### config.mk
export PLATFORM = sky130hd
export DESIGN_NAME = pwm_command_failsafe_watchdog_flat
export DESIGN_NICKNAME = d
export VERILOG_FILES = /design/src/rtl/pcfw_pkg.sv /design/src/rtl/pcfw_if.sv /design/src/rtl/pwm_command_failsafe_watchdog.sv /design/src/rtl/pcfw_ctrl.sv /design/src/rtl/pcfw_dp.sv /design/src/flat_wrapper.sv
export SDC_FILE = /design/constraint.sdc
export NUM_CORES = 2
export LEC_CHECK = 0
export ABC_AREA = 1
export BUFFER_PORTS_ARGS = -buffer_cell sky130_fd_sc_hd__buf_2
export CORE_ASPECT_RATIO = 0.75
export CORE_MARGIN = 2
export CORE_UTILIZATION = 50
export CTS_CLUSTER_SIZE = 40
export DETAILED_ROUTE_END_ITERATION = 12
export HOLD_SLACK_MARGIN = 0.12
export PLACE_DENSITY_LB_ADDON = 0.1
export RECOVER_POWER = 25
export SETUP_SLACK_MARGIN = 0.02
export SYNTH_ARGS = -nofsm -noshare
export SYNTH_HDL_FRONTEND = slang
export SYNTH_HIERARCHICAL = 1
export SYNTH_SLANG_ARGS = --single-unit
### constraint.sdc
create_clock -name clk -period 7.5 [get_ports clk]
set_input_delay 2.25 -clock clk [delete_from_list [all_inputs] [get_ports clk]]
set_output_delay 2.25 -clock clk [all_outputs]
set_load 0.02 [all_outputs]
### src/rtl/pcfw_pkg.sv
// Shared constants, codes and control types for the PWM command failsafe watchdog.
package pcfw_pkg;

  localparam int CHANNELS = 16;
  localparam int NCH      = (CHANNELS < 16) ? CHANNELS : 16;
  localparam int IDX_W    = (NCH > 1) ? $clog2(NCH) : 1;

  localparam int OP_W     = 2;
  localparam int CH_W     = 4;
  localparam int VALUE_W  = 17;
  localparam int PWM_W    = 16;
  localparam int CAUSE_W  = 2;
  localparam int TO_W     = 17;
  localparam int STAMP_W  = 32;
  localparam int CFG_IDX_W  = 2;
  localparam int CFG_DATA_W = 17;

  localparam logic [OP_W-1:0] OP_CMD   = 2'd0;
  localparam logic [OP_W-1:0] OP_TICK  = 2'd1;
  localparam logic [OP_W-1:0] OP_CHECK = 2'd2;

  localparam logic [CAUSE_W-1:0] CAUSE_CMD       = 2'd0;
  localparam logic [CAUSE_W-1:0] CAUSE_NO_CMD    = 2'd1;
  localparam logic [CAUSE_W-1:0] CAUSE_NO_CHANGE = 2'd2;

  localparam logic [CFG_IDX_W-1:0] REG_LOW_LIMIT  = 2'd0;
  localparam logic [CFG_IDX_W-1:0] REG_HIGH_LIMIT = 2'd1;
  localparam logic [CFG_IDX_W-1:0] REG_TIMEOUT    = 2'd2;
  localparam logic [CFG_IDX_W-1:0] REG_FAILSAFE   = 2'd3;

  localparam logic [PWM_W-1:0] LOW_LIMIT_RST  = 16'd0;
  localparam logic [PWM_W-1:0] HIGH_LIMIT_RST = 16'd65535;
  localparam logic [TO_W-1:0]  TIMEOUT_RST    = 17'd5000;
  localparam logic [PWM_W-1:0] FAILSAFE_RST   = 16'd0;

  typedef struct packed {
    logic load_item;
    logic tick;
    logic cmd_commit;
    logic scan_start;
    logic scan_step;
    logic pend_load;
    logic out_from_pend;
    logic out_last;
  } pcfw_cmd_t;

  typedef struct packed {
    logic [OP_W-1:0] op;
    logic            cmd_emit;
    logic            timeout_zero;
    logic            expired;
    logic            scan_done;
  } pcfw_status_t;

endpackage

### src/rtl/pcfw_if.sv
// Valid/ready channel interfaces for input items and result items.
interface pcfw_item_if import pcfw_pkg::*; ();
  logic                      valid;
  logic                      ready;
  logic [OP_W-1:0]           operation;
  logic [CH_W-1:0]           channel;
  logic signed [VALUE_W-1:0] value;

  modport source (output valid, operation, channel, value, input ready);
  modport sink (input valid, operation, channel, value, output ready);
endinterface

interface pcfw_result_if import pcfw_pkg::*; ();
  logic               valid;
  logic               ready;
  logic [CH_W-1:0]    channel_out;
  logic [PWM_W-1:0]   pwm_value;
  logic [CAUSE_W-1:0] cause;
  logic               last;

  modport source (output valid, channel_out, pwm_value, cause, last, input ready);
  modport sink (input valid, channel_out, pwm_value, cause, last, output ready);
endinterface

### src/rtl/pwm_command_failsafe_watchdog.sv
// Top level: PWM command filter with per-channel failsafe watchdog.
// A tick or command is loaded in S_IDLE and run in S_EXEC; a command result waits for a free output.
// A check with nonzero timeout runs the scan, which reads one channel stamp per cycle unless stalled.
// A full output register holds a command or the scan; check results trail the scan by one expired channel.
// Synchronous active-high reset clears the clock, all stamps and previous values, and
// loads the register defaults; no clearing pass is needed.
module pwm_command_failsafe_watchdog import pcfw_pkg::*; (
  input  logic                  clk,
  input  logic                  rst,
  pcfw_item_if.sink             items,
  pcfw_result_if.source         results,
  input  logic                  cfg_we,
  input  logic [CFG_IDX_W-1:0]  cfg_index,
  input  logic [CFG_DATA_W-1:0] cfg_data
);

  pcfw_cmd_t    cmd;
  pcfw_status_t status;

  pcfw_ctrl u_ctrl (
    .clk       (clk),
    .rst       (rst),
    .in_valid  (items.valid),
    .in_ready  (items.ready),
    .out_ready (results.ready),
    .out_valid (results.valid),
    .status    (status),
    .cmd       (cmd)
  );

  pcfw_dp u_dp (
    .clk          (clk),
    .rst          (rst),
    .cfg_we       (cfg_we),
    .cfg_index    (cfg_index),
    .cfg_data     (cfg_data),
    .in_operation (items.operation),
    .in_channel   (items.channel),
    .in_value     (items.value),
    .cmd          (cmd),
    .status       (status),
    .channel_out  (results.channel_out),
    .pwm_value    (results.pwm_value),
    .cause        (results.cause),
    .last         (results.last)
  );

endmodule

### src/rtl/pcfw_ctrl.sv
// Controller state machine: sequences items, the channel scan and the result register.
module pcfw_ctrl import pcfw_pkg::*; (
  input  logic         clk,
  input  logic         rst,
  input  logic         in_valid,
  output logic         in_ready,
  input  logic         out_ready,
  output logic         out_valid,
  input  pcfw_status_t status,
  output pcfw_cmd_t    cmd
);

  localparam logic [1:0] S_IDLE  = 2'd0;
  localparam logic [1:0] S_EXEC  = 2'd1;
  localparam logic [1:0] S_SCAN  = 2'd2;
  localparam logic [1:0] S_FLUSH = 2'd3;

  logic [1:0] state;
  logic [1:0] state_next;
  logic       pend_valid;
  logic       pend_valid_next;
  logic       out_valid_next;
  logic       out_load;
  logic       out_free;

  assign out_free = !out_valid || out_ready;

  always_comb begin
    state_next      = state;
    pend_valid_next = pend_valid;
    out_load        = 1'b0;
    in_ready        = 1'b0;
    cmd             = '0;
    case (state)
      S_IDLE: begin
        in_ready = 1'b1;
        if (in_valid) begin
          cmd.load_item = 1'b1;
          state_next    = S_EXEC;
        end
      end
      S_EXEC: begin
        case (status.op)
          OP_TICK: begin
            cmd.tick   = 1'b1;
            state_next = S_IDLE;
          end
          OP_CMD: begin
            if (!status.cmd_emit) begin
              state_next = S_IDLE;
            end else if (out_free) begin
              cmd.cmd_commit = 1'b1;
              out_load       = 1'b1;
              state_next     = S_IDLE;
            end
          end
          OP_CHECK: begin
            if (status.timeout_zero) begin
              state_next = S_IDLE;
            end else begin
              cmd.scan_start  = 1'b1;
              pend_valid_next = 1'b0;
              state_next      = S_SCAN;
            end
          end
          default: state_next = S_IDLE;
        endcase
      end
      S_SCAN: begin
        if (!(status.expired && pend_valid && !out_free)) begin
          cmd.scan_step = 1'b1;
          if (status.expired) begin
            cmd.pend_load   = 1'b1;
            pend_valid_next = 1'b1;
            if (pend_valid) begin
              cmd.out_from_pend = 1'b1;
              out_load          = 1'b1;
            end
          end
          if (status.scan_done) begin
            state_next = S_FLUSH;
          end
        end
      end
      S_FLUSH: begin
        if (!pend_valid) begin
          state_next = S_IDLE;
        end else if (out_free) begin
          cmd.out_from_pend = 1'b1;
          cmd.out_last      = 1'b1;
          out_load          = 1'b1;
          pend_valid_next   = 1'b0;
          state_next        = S_IDLE;
        end
      end
      default: state_next = S_IDLE;
    endcase
    out_valid_next = out_load ? 1'b1 : (out_ready ? 1'b0 : out_valid);
  end

  always_ff @(posedge clk) begin
    if (rst) begin
      state      <= S_IDLE;
      pend_valid <= 1'b0;
      out_valid  <= 1'b0;
    end else begin
      state      <= state_next;
      pend_valid <= pend_valid_next;
      out_valid  <= out_valid_next;
    end
  end

endmodule

### src/rtl/pcfw_dp.sv
// Datapath: registers, millisecond clock, channel stamps, clamp, expiry compare, result register.
module pcfw_dp import pcfw_pkg::*; (
  input  logic                      clk,
  input  logic                      rst,
  input  logic                      cfg_we,
  input  logic [CFG_IDX_W-1:0]      cfg_index,
  input  logic [CFG_DATA_W-1:0]     cfg_data,
  input  logic [OP_W-1:0]           in_operation,
  input  logic [CH_W-1:0]           in_channel,
  input  logic signed [VALUE_W-1:0] in_value,
  input  pcfw_cmd_t                 cmd,
  output pcfw_status_t              status,
  output logic [CH_W-1:0]           channel_out,
  output logic [PWM_W-1:0]          pwm_value,
  output logic [CAUSE_W-1:0]        cause,
  output logic                      last
);

  logic [PWM_W-1:0]   low_limit;
  logic [PWM_W-1:0]   high_limit;
  logic [TO_W-1:0]    timeout;
  logic [PWM_W-1:0]   failsafe;
  logic [STAMP_W-1:0] clock_ms;
  logic [STAMP_W-1:0] set_stamp [NCH];
  logic [STAMP_W-1:0] change_stamp [NCH];
  logic [PWM_W-1:0]   previous_value [NCH];

  logic [OP_W-1:0]    item_op;
  logic [CH_W-1:0]    item_ch;
  logic [VALUE_W-1:0] item_value;
  logic [IDX_W-1:0]   idx;
  logic [IDX_W-1:0]   pend_ch;

  logic [IDX_W-1:0]   cmd_idx;
  logic [PWM_W-1:0]   uv;
  logic               ch_ok;
  logic               changed;
  logic [PWM_W-1:0]   clamped;
  logic               timeout_pos;
  logic [TO_W-1:0]    mag;
  logic [STAMP_W-1:0] stamp_sel;
  logic [STAMP_W-1:0] elapsed;
  logic [CAUSE_W-1:0] scan_cause;

  assign cmd_idx     = item_ch[IDX_W-1:0];
  assign uv          = item_value[PWM_W-1:0];
  assign ch_ok       = {1'b0, item_ch} < (CH_W+1)'(NCH);
  assign changed     = uv != previous_value[cmd_idx];
  assign timeout_pos = !timeout[TO_W-1] && (timeout != '0);
  assign mag         = timeout[TO_W-1] ? (~timeout + 1'b1) : timeout;
  assign stamp_sel   = timeout_pos ? set_stamp[idx] : change_stamp[idx];
  assign elapsed     = clock_ms - stamp_sel;
  assign scan_cause  = timeout_pos ? CAUSE_NO_CMD : CAUSE_NO_CHANGE;

  always_comb begin
    if (uv > high_limit) begin
      clamped = high_limit;
    end else if (uv < low_limit) begin
      clamped = low_limit;
    end else begin
      clamped = uv;
    end
  end

  assign status.op           = item_op;
  assign status.timeout_zero = timeout == '0;
  assign status.cmd_emit     = !item_value[VALUE_W-1] && ch_ok &&
                               (changed || timeout == '0);
  assign status.expired      = elapsed > {{(STAMP_W-TO_W){1'b0}}, mag};
  assign status.scan_done    = idx == IDX_W'(NCH - 1);

  always_ff @(posedge clk) begin
    if (rst) begin
      low_limit  <= LOW_LIMIT_RST;
      high_limit <= HIGH_LIMIT_RST;
      timeout    <= TIMEOUT_RST;
      failsafe   <= FAILSAFE_RST;
    end else if (cfg_we) begin
      case (cfg_index)
        REG_LOW_LIMIT:  low_limit  <= cfg_data[PWM_W-1:0];
        REG_HIGH_LIMIT: high_limit <= cfg_data[PWM_W-1:0];
        REG_TIMEOUT:    timeout    <= cfg_data[TO_W-1:0];
        REG_FAILSAFE:   failsafe   <= cfg_data[PWM_W-1:0];
        default: ;
      endcase
    end
  end

  always_ff @(posedge clk) begin
    if (rst) begin
      clock_ms <= '0;
      for (int i = 0; i < NCH; i++) begin
        set_stamp[i]      <= '0;
        change_stamp[i]   <= '0;
        previous_value[i] <= '0;
      end
    end else begin
      if (cmd.tick) begin
        clock_ms <= clock_ms + 1'b1;
      end
      if (cmd.cmd_commit) begin
        set_stamp[cmd_idx]      <= clock_ms;
        previous_value[cmd_idx] <= uv;
        if (changed) begin
          change_stamp[cmd_idx] <= clock_ms;
        end
      end
    end
  end

  always_ff @(posedge clk) begin
    if (cmd.load_item) begin
      item_op    <= in_operation;
      item_ch    <= in_channel;
      item_value <= in_value;
    end
    if (cmd.scan_start) begin
      idx <= '0;
    end else if (cmd.scan_step) begin
      idx <= idx + 1'b1;
    end
    if (cmd.pend_load) begin
      pend_ch <= idx;
    end
    if (cmd.cmd_commit) begin
      channel_out <= item_ch;
      pwm_value   <= clamped;
      cause       <= CAUSE_CMD;
      last        <= 1'b1;
    end else if (cmd.out_from_pend) begin
      channel_out <= CH_W'(pend_ch);
      pwm_value   <= failsafe;
      cause       <= scan_cause;
      last        <= cmd.out_last;
    end
  end

endmodule
### src/flat_wrapper.sv
// flat-port wrapper written by rule: the top's interface ports become plain ports
module pwm_command_failsafe_watchdog_flat import pcfw_pkg::*;
  (clk, rst, cfg_we, cfg_index, cfg_data, items_valid, items_operation, items_channel, items_value, items_ready, results_valid, results_channel_out, results_pwm_value, results_cause, results_last, results_ready);
  pcfw_item_if items_i ();
  pcfw_result_if results_i ();
  input  logic clk;
  input  logic rst;
  input  logic cfg_we;
  input  logic [CFG_IDX_W-1:0] cfg_index;
  input  logic [CFG_DATA_W-1:0] cfg_data;
  input wire logic [$bits(items_i.valid)-1:0] items_valid;
  input wire logic [$bits(items_i.operation)-1:0] items_operation;
  input wire logic [$bits(items_i.channel)-1:0] items_channel;
  input wire logic [$bits(items_i.value)-1:0] items_value;
  output wire logic [$bits(items_i.ready)-1:0] items_ready;
  output wire logic [$bits(results_i.valid)-1:0] results_valid;
  output wire logic [$bits(results_i.channel_out)-1:0] results_channel_out;
  output wire logic [$bits(results_i.pwm_value)-1:0] results_pwm_value;
  output wire logic [$bits(results_i.cause)-1:0] results_cause;
  output wire logic [$bits(results_i.last)-1:0] results_last;
  input wire logic [$bits(results_i.ready)-1:0] results_ready;
  assign items_i.valid = items_valid;
  assign items_i.operation = items_operation;
  assign items_i.channel = items_channel;
  assign items_i.value = items_value;
  assign items_ready = items_i.ready;
  assign results_valid = results_i.valid;
  assign results_channel_out = results_i.channel_out;
  assign results_pwm_value = results_i.pwm_value;
  assign results_cause = results_i.cause;
  assign results_last = results_i.last;
  assign results_i.ready = results_ready;
  pwm_command_failsafe_watchdog u_core (.clk(clk), .rst(rst), .items(items_i), .results(results_i), .cfg_we(cfg_we), .cfg_index(cfg_index), .cfg_data(cfg_data));
endmodule
Yosys cells after proc, flatten, opt, wreduce, memory -nomap -nowiden
Memory sizes are Yosys's and may differ from the RTL's. A register that Yosys moved wholly into a read port is not among the register bits. Cells that the tools add are included. W data, S select, Z words.

$add $sub $neg: 4. Order comparisons: 3. Eq/ne operators: 16. Muxes and demuxes: 72. Bitwise operators: 1. Reduce and logical (&&, ||, !) cells: 27.

Operators with widths (count): $mux W32 (3); $mux W16 (5); $reduce_or A32 Y1 (2); $mux W4 (10); $mux W1 (34); $add A32 B1 Y32 const B (1); $gt A32 B17 Y1 (1); $sub A32 B32 Y32 (1); $mux W2 (12); $add A17 B1 Y17 const B (1); $logic_not A17 Y1 (1); $mux W17 (1); $not A17 Y17 (1); $reduce_bool A17 Y1 (1); $gt A16 B16 Y1 (1); $lt A16 B16 Y1 (1); $ne A16 B16 Y1 (1); $reduce_or A16 Y1 (1); $eq A2 B2 Y1 const B (5); $ne A2 B2 Y1 const B (4); $pmux W2 S4 (1); $reduce_and A2 Y1 (4); $eq A2 B1 Y1 const B (3); $logic_not A2 Y1 (3); other kinds (14) (25).

Bits in registers: 155. Memory bits (writable): 1280. Memories: 3.

Memory list: u_core.u_dp.change_stamp (words 16, bits a word 32, read ports 1, clocked after Yosys merged registers in 1, wr ports 16, RTL line pcfw_dp.sv:25) `logic [STAMP_W-1:0] change_stamp [NCH];`; u_core.u_dp.set_stamp (words 16, bits a word 32, read ports 1, clocked after Yosys merged registers in 1, wr ports 16, RTL line pcfw_dp.sv:24) `logic [STAMP_W-1:0] set_stamp [NCH];`; u_core.u_dp.previous_value (words 16, bits a word 16, read ports 1, clocked after Yosys merged registers in 1, wr ports 16, RTL line pcfw_dp.sv:26) `logic [PWM_W-1:0] previous_value [NCH];`.

Longest topological paths before layout
Word-level depth: 11. Depth in mapped cells: 41.

By module
The synthesis kept the hierarchy.

Modules (own cells, without submodules): pcfw_dp (instances 1, cells each 7044, area each 67024.3 µm²); pcfw_ctrl (instances 1, cells each 59, area each 317.8 µm²).

Least setup slack after synthesis
OpenSTA, ideal clock, no wires.

Kind: reg2reg. Start point: register with a tool-made name. End point: register u_core.u_dp.channel_out[0] (enable). Library setup time: 0.377 ns. Arrival time: 5.172 ns. Data required time: 7.123 ns. Setup slack: 1.951 ns. Stages on the path, launching flop included: 39. Path buffers: 5. Path through: dfxtp_1 > clkbuf_1 > buf_2 > buf_2 > clkbuf_1 > clkbuf_1 > a21oi_1 > a22oi_1 > nand2_1 > nand3_1 > o311ai_0 > nand2_1 > ha_1 > inv_1 > fa_1 > nand3_1 > nand3_1 > nand2_1 > [3 not listed] > xor2_1 > ha_1 > nand2_1 > nor3_1 > nand2_1 > nand2_1 > a21oi_1 > nand4_1 > nand2_1 > nand2_1 > nor2_1 > nand2_1 > nand2_1 > inv_1 > nand3_1 > nand2_1 > inv_1 > nand2_1.

RTL lines: end signal: assignment (RTL line pcfw_dp.sv:126) `channel_out <= item_ch;`; end signal: assignment (RTL line pcfw_dp.sv:131) `channel_out <= CH_W'(pend_ch);`; end: declaration (RTL line pcfw_dp.sv:13) `output logic [CH_W-1:0] channel_out,`.

==> results by group <==
Outcome
  • Status: finished with violations
  • Failing checks: capacitance limit, slew limit

Worst setup path
  • Nature of the critical path endpoint: flop
  • CP required: 7.99 ns
  • Reg2Reg Depth: 22
  • CP arrival: 7.69 ns
  • Flop-to-flop setup slack: 0.30 ns
  • Worst Path Max Fanout: 43
  • Worst r2r dst: u_core/u_dp/change_stamp[6][20]
  • CP startpoint kind: flop
  • Critical path class: flop to flop

Routing
  • # DRC: 0
  • Routed WL: 240 mm
  • Initial detailed-routing violation count: 8342
  • Detail Route Antenna Nets: 0
  • Vias: 54000
  • Total iterations of the first detailed-routing run: 9
  • WL/cell: 27.1 um
  • Vias/cell: 6.10

STA
  • Least-Margin Pin Slew: 2.70 ns
  • Final Hold Fails: 0
  • Tmin final: 7.20 ns
  • Clock skew after layout: 0.0282 ns
  • Max Freq: 139 MHz
  • Period utilisation layout: 0.960
  • Total negative setup slack: 0 ns
  • Setup violators final: 0
  • RSZ-0062 raised after global routing: no
  • Normalized max-slew margin: -0.798
  • Final Max Tran Viols: 195

Finish
  • Final-layout fill cell count: 11900
  • Cell Count, Final, Fillers Out: 8866
  • Syn-to-layout area delta: 10.2%
  • Commonest non-fill, non-tap cells in the layout: nor2_1 (2018), edfxtp_1 (1327), nand2_1 (886), o21ai_0 (703), inv_1 (435)
  • Register area: 42200 um^2
  • Commonest non-fill, non-tap cell in the layout: nor2_1
  • Nets: 7107
  • Area of the multi-input gates: 21300 um^2
  • Layout cell share with drive strength beyond 1: 0.0663
  • Final non-filler cell area: 74200 um^2

Yosys
  • #FFs+latches synth: 1443
  • Post-Syn Area: 67300 um^2
  • Yosys cell types: 48
  • Main combinational cell family by area after synthesis: simple AND/OR/NAND/NOR gates
  • Xor/xnor cell area share of the yosys netlist: 0.00429
  • Yosys warning total: 6
  • Sequential area share after synthesis: 0.626
  • Post-synthesis mux area share: 0
  • Simple-gate portion of the synthesized area: 0.196
  • Syn nets: 7233
  • Post-Syn Instances: 7103
  • Synth Area per Inst: 9.48 um^2
  • Complex-gate fraction of the synthesized area: 0.0996
  • Adder-Cell Fraction of Synth Area: 0.0155

Global routing
  • First-pass GRT wire length: 346 mm
  • Largest net degree at the start of global routing: 157
  • GRT met1 Usage: 0.523
  • Met3 global-route usage: 0.0990
  • Total GRT Usage: 0.347
  • Number of global-route vias before repair: 50200
  • Met2 usage: 0.473
  • Most Used Layer, Global Route: met1
  • Antenna violations before repair: 10
  • Total congestion overflow: 0

Clock tree
  • Worst-path clk slew: 0.06 ns
  • Num CTS Buffers: 147
  • H-tree depth: 4
  • TritonCTS clock tree: done
  • Post-CTS resize count: 0
  • Skew-Pair Late Insertion Delay: 0.81 ns
  • CTS Root Cell: clkbuf_16
  • Hold Buf Count CTS: 0
  • Worst-case clock buffer depth: 3
  • Sink Count: 1443
  • Postcts setup bufs: 0

Placement
  • PortBufs: 71
  • Final RePlAce weighted congestion: 0.937
  • Post-DP HPWL: 145 mm
  • Post-place instance area: 69800 um^2
  • Dpl cells: 8598

Worst hold path
  • Hold Path Sink: u_core/u_dp/failsafe[1]
  • Hold path depth: 2
  • Hold Crit Start: u_core/u_dp/failsafe[1]
  • Min-Delay Path Class: flop to flop

Floorplan
  • Die Y: 322 um
  • Core area: 134000 um^2
  • Starting Density: 0.504
  • # IOs: 72
  • # rows: 116
  • Die W: 428 um
  • Die area: 138000 um^2

Power and ir drop
  • Pwr Density: 307 nW/um^2
  • Worst vdd ir: 272 uV
  • Leak: 26.7 nW

Flow run
  • Max_cap viols: 7
area by class of cell:
cell class | count | share of cell area
Antenna cell | 3 | 0.000101
Clock buffer | 190 | 0.0534
Clock inverter | 75 | 0.00808
Inverter | 472 | 0.0241
Multi-Input combinational cell | 4643 | 0.287
Sequential cell | 1443 | 0.569
Tap cell | 1770 | 0.0299
Timing Repair Buffer | 270 | 0.0287
synth_stat cells (all sizes together):
master,number,share of area
or2,9,0.00084
inv,451,0.025
xor2,31,0.0040
clkinv,21,0.0012
and3,4,0.00037
a31oi,18,0.0017
nor2,2019,0.11
xnor2,2,0.00026
o21a,2,0.00022
o311ai,1,0.00013
nand4,28,0.0026
nand3,333,0.025
buf,145,0.0097
o221ai,107,0.014
nand2,907,0.051
a41oi,1,0.00013
clkbuf,400,0.022
edfxtp,1327,0.59
o22ai,112,0.010
o21bai,1,0.00011
a21oi,139,0.010
o221a,1,0.00017
a211oi,1,0.00011
a221oi,1,0.00013
and2,4,0.00037
o21ai,707,0.053
dfxtp,116,0.034
nor3b,3,0.00033
nor3,34,0.0025
fa,1,0.00030
ha,82,0.015
o31ai,1,0.00011
a22oi,4,0.00045
a21boi,1,0.00011
a32o,1,0.00015
o211ai,78,0.0087
a32oi,1,0.00013
a21o,1,0.00011
nor4,8,0.00074
flip-flops by register name, indices dropped and copies added, names as in the netlist, named ones only:
signal                      flops
u_core/u_dp/channel_out         4
u_core/u_dp/item_op             2
u_core/u_dp/low_limit          16
u_core/u_dp/change_stamp      512
u_core/u_dp/timeout            17
u_core/u_ctrl/out_valid         1
u_core/u_ctrl/pend_valid        1
u_core/u_dp/cause               2
u_core/u_dp/cmd_idx             4
u_core/u_dp/set_stamp         512
u_core/u_dp/previous_value    256
u_core/u_dp/last                1
u_core/u_dp/pend_ch             4
u_core/u_dp/pwm_value          16
u_core/u_dp/item_value         17
u_core/u_dp/idx                 4
u_core/u_dp/clock_ms           32
u_core/u_ctrl/state             2
u_core/u_dp/high_limit         16
u_core/u_dp/failsafe           16
worst max path at each step:
stage / startpoint / endpoint / slack (ns) / depth (start not counted)
2_1_floorplan: flop / u_core/u_dp/channel_out[0] / 1.95 / 38
3_3_place_gp: flop / flop / 0.53 / 32
3_5_place_dp: flop / flop / 0.67 / 32
4_1_cts: flop / flop / 0.66 / 32
5_1_grt: flop / u_core/u_dp/pwm_value[6] / 0.14 / 34
6_report: flop / u_core/u_dp/change_stamp[6][20] / 0.30 / 22
per-layer routing:
| layer | routed length (um) | vias up | share of wire |
|---|---|---|---|
| li1 | - | 23800 | - |
| met1 | 99300 | 26300 | 0.41 |
| met2 | 97700 | 3523 | 0.41 |
| met3 | 34400 | 428 | 0.14 |
| met4 | 8480 | 10 | 0.035 |
| met5 | 64 | - | 0.00027 |
per-stage QoR:
stage | util | total power, mW | hold WS, ns | worst slack (ns)
global route | 0.556 | 23.6 | 0.468 | 0.142
CTS | 0.557 | 22.6 | 0.446 | 0.662
floorplan | - | 13.0 | 0.424 | 1.95
detailed placement | 0.523 | 15.5 | 0.437 | 0.670
finish | 0.556 | 22.8 | 0.446 | 0.301
global placement | 0.523 | 15.5 | 0.433 | 0.525
worst max-delay path: stages (launching register included):
cell and delay [ns]:
dfxtp_1 0.34, inv_1 1.30, buf_4 0.49, nor2_1 0.08, o21ai_0 0.09, nand3_1 0.09
nand3_1 0.15, nand2_1 0.07, nand2_1 0.06, nand2_1 0.17, nor2_1 0.12, nand2_1 0.05
nor2_1 0.63, nand3_1 0.30, nand2_1 0.12, inv_1 0.05, nand4_1 0.11, inv_1 0.14
nand4_1 0.33, nor2_1 0.11, nand2_1 1.11, nand2_2 0.40, buf_4 0.48
cells by family (layout without fill, tap and decap cells):
logic type,Yosys count,after routing
AND/OR/NAND/NOR,3349,3349
XOR/XNOR,33,33
other,0,3
buffers and inverters,1017,1007
AO/OA/AOI/OAI,1178,1178
adder cells (fa/ha/maj),83,83
flip-flops,1443,1443
power breakdown:
group	switching, mW	internal, mW
logic	4.71	1.60
clock network	3.19	4.01
registers	0.188	9.11
Note: power is estimated with default switching activity, not from simulation.
